==> src/hw/rtl/icgt_bank.sv <==
`timescale 1ns / 1ps
module icgt_bank #(
  parameter int DEPTH = 64,
  parameter int WIDTH = 33,
  parameter int AW    = $clog2(DEPTH)
) (
  input  logic             clk,
  input  logic             we,
  input  logic [AW-1:0]    waddr,
  input  logic [WIDTH-1:0] wdata,
  input  logic             re,
  input  logic [AW-1:0]    raddr,
  output logic [WIDTH-1:0] rdata
);

  logic [WIDTH-1:0] mem [DEPTH];

  always_ff @(posedge clk) begin
    if (we) begin
      mem[waddr] <= wdata;
    end
  end

  always_ff @(posedge clk) begin
    if (re) begin
      rdata <= mem[raddr];
    end
  end

endmodule

==> config.mk <==
export PLATFORM = sky130hd
export DESIGN_NAME = icgt_bank
export DESIGN_NICKNAME = d
export VERILOG_FILES = /design/src/hw/rtl/icgt_bank.sv
export SDC_FILE = /design/constraint.sdc
export NUM_CORES = 2
export LEC_CHECK = 0
export BUFFER_PORTS_ARGS = -buffer_cell sky130_fd_sc_hd__buf_4
export CELL_PAD_IN_SITES_DETAIL_PLACEMENT = 1
export CELL_PAD_IN_SITES_GLOBAL_PLACEMENT = 1
export CORE_ASPECT_RATIO = 0.5
export CORE_MARGIN = 3
export CORE_UTILIZATION = 40
export CTS_CLUSTER_SIZE = 14
export DETAILED_ROUTE_END_ITERATION = 10
export PLACE_DENSITY_LB_ADDON = 0.1
export SYNTH_ARGS = -nofsm -noshare
export SYNTH_HDL_FRONTEND = slang
export SYNTH_SLANG_ARGS = --single-unit
==> constraint.sdc <==
create_clock -name clk -period 8.9 [get_ports clk]
set_clock_uncertainty 0.05 [all_clocks]
set_input_delay 0.445 -clock clk [delete_from_list [all_inputs] [get_ports clk]]
set_output_delay 0.445 -clock clk [all_outputs]
set_load 0.02 [all_outputs]
==> impl_results.md <==
- Status: completed
- Hold_sp: wdata[1]
- Slew @ Worst Pin: approximately 1.1 ns
- Most frequent cells in the layout: 2145 x edfxtp_1, 485 x mux4_2, 203 x clkbuf_16
- CP startpoint kind: primary input
- Overall Global Routing Usage: 22.6%
- Final TNS setup: 0 ns
- Top-area cell type share of the netlist area: 79.0%
- Critical path fanouts, max: 66
- Achievable Freq: about 300 MHz
- Setup slack, reg-to-reg: about 6.3 ns
- H-tree depth: 4
- Hold slack: 0.0767 ns
- Core Box Area: 201000 um^2
- Post-synthesis cell type count: 45
- CTS tree: built
- P&R area growth vs syn: 12.3%
- Main synth FF type: edfxtp_1
- Fin. max-slew vios: 0
- Critical path launch point: raddr[1]
- Buffers added on ports: 80
- Most common cell after layout, fill and taps aside: edfxtp_1
- DRT antenna net count: 0
- R2R Path Start: mem[43][20]
- Crit path cell chain: buf_8, buf_4, buf_4, mux4_2, a22oi_1, nand4_1, and3_1
- DIE AREA: approximately 210000 um^2
- Clk pin slew, worst setup/hold paths: 0.06 ns
- Worst reg2reg path depth: 5
- Clk root buf: clkbuf_16
- Syn nets: 3646
- I/O pin cnt: 81
- FF+latch count, synth: 2145
- Drc violations: 0
- Number of buffers on the longest clock path: 4
- Fin. Hold Viols: 0
- Placed Cells incl. Taps: 6301
- Worst-Skew Late Latency: 0.85 ns
- GPL Wtd Cong: 0.761
- Post-Syn Area: between 80000 and 90000 um^2
- Crit Path Class: primary input to flip-flop
- Die height: 325 um
- Hpwl dp: between 100 and 150 mm
- Initial antenna violation count: 9
- Hold WC Path Type: primary input to flip-flop
- Routed length per placed instance: between 30 and 40 um
- Post-detailed-route via-to-cell ratio: 6.01
- Critical Path RT: ~9.4 ns
- Die W: 644 um
- Register area share after synthesis: 79.0%
- Post-Layout Cell Count: around 6700
- Area post-placement: 85800 um^2
- Final Cell Area: 91600 um^2
- Post-route minimum period: 3.33 ns
- Slew HR: 26.4%
- PD cells: 221 nW/um^2
- PostCTS Resize Cnt: 0
- Vias in the first global route: between 40000 and 50000
- Avg Cell Area, Syn: around 23 um^2
- DP Worst Slack: approximately 4.6 ns
- Leak pwr: 28.0 nW
- Setup Viol. Count Final: 0
- Largest cells by area after synthesis: edfxtp_1 79%, mux4_2 13%, mux2i_1 1.2%, a22oi_1 0.71%, nand3_1 0.53%
- Max VDD drop: 0.180 mV
- Rows: 116
- Synthesized instance count: 3598
- Fin crit share: 37.4%
- Crit path DAT: 3.87 ns
- Total grt overflow: 0
- Detailed-route via count: 39984
- CTS Buf Count: approximately 200
- Largest area contributor in the netlist: edfxtp_1
- Maximum number of pins on one net before global-route repair: ~120
- Critical path endpoint category: flip-flop
- Yosys warns: 0
- Core Util, Final: 45.5%
- DR pass1 iterations: 5
- Initial core utilization: about two fifths
- Final Net Count: 3839
- Worst r2r dst: rdata[20]
- CP max stage delay: 0.89 ns
- Layout cell share with drive strength beyond 1: 26.0%
- Post-synth EDFFs: roughly 2100
- Fillers: 18069
- Global-route wire length before repair: 333 mm
- RSZ-0062 raised after global routing: false
- Clock Sinks: 2145
- Async SR Flop Fraction: 0%
- CP dominant cell by count: buf_4
- PnR worst setup slack: ~5.6 ns
- Total Wirelength: 238 mm
- Tot Pwr: slightly above 20 mW
- Max-cap violations: 0
- Worst-path cell with the longest stage delay: buf_4
- Setup crit end: rdata[14]
- Iteration-0 DRC Markers: 5280
-- kinds of logic after synthesis --
kind of cell / count (synthesis) / share of synthesized area (%)
compound gates: 281 / 2.60
flops: 2145 / 79.0
simple gates: 378 / 2.26
buf+inv: 207 / 1.47
mux: 587 / 14.7
-- how the worst min path moves through the flow --
stage	endpoint	slack (ns)	cells past startpoint
2_1_floorplan	mem[0][0]	0.49	0
3_3_place_gp	rdata[27]	0.84	1
3_5_place_dp	rdata[27]	0.84	1
5_1_grt	mem[8][7]	0.07	1
4_1_cts	mem[38][3]	0.02	1
6_report	mem[13][1]	0.08	1
-- critical path: cells and delay by family --
kind | cells | cell delay [ns]
buf+inv | 3 | 1.99
mux | 1 | 0.42
simple gates | 2 | 0.58
compound gates | 1 | 0.23
-- power breakdown --
part,internal (mW),switching (mW)
Combinational,0.345,0.665
Sequential,11.2,0.0386
Clock,4.23,3.72
Total,15.8,4.43
-- per-layer routing --
layer	wire (um)	global-route usage, %	share of wire (%)
met1	108000	34.0	45
met2	111000	35.2	47
met3	15000	3.71	6.3
met4	4180	4.30	1.8
met5	0	0	0
-- layout make-up --
type | instances | area, um^2 | area share [%]
clock inverter | 98 | 492 | 0.537
clock buffer | 256 | 5280 | 5.76
tap | 2714 | 3400 | 3.71
inverter | 3 | 11.3 | 0.0123
sequential | 2145 | 64400 | 70.3
antenna | 1 | 2.50 | 0.00273
multi-input combinational | 1246 | 16400 | 17.9
timing repair buffer | 194 | 1560 | 1.70
-- repair_timing --
item	CTS	global route
hold endpoints to repair	4	0
hold buffers	1	0
buffers inserted	0	0
-- synth_stat cells, drive strengths merged, types with 3 or more instances --
library cell and number:
edfxtp 2145, mux4 485, buf 122, nand2 102
mux2i 96, nand3 86, clkbuf 82, a22oi 77
nor2 71, o22ai 59, o221ai 46, nand4 41
a211oi 29, nor2b 23, and3 19, a21oi 17
o21ai 13, and2 12, a211o 8, a221oi 8
o211ai 8, o221a 8, mux2 6, nand2b 5
nor3 5, a31oi 4, and4b 4, or3 3
or3b 3
-- registers in the layout, indices dropped and copies added (netlist names) --
| register | count |
|---|---|
| mem | 2112 |
| rdata | 33 |
(Power assumes the default switching activity.)
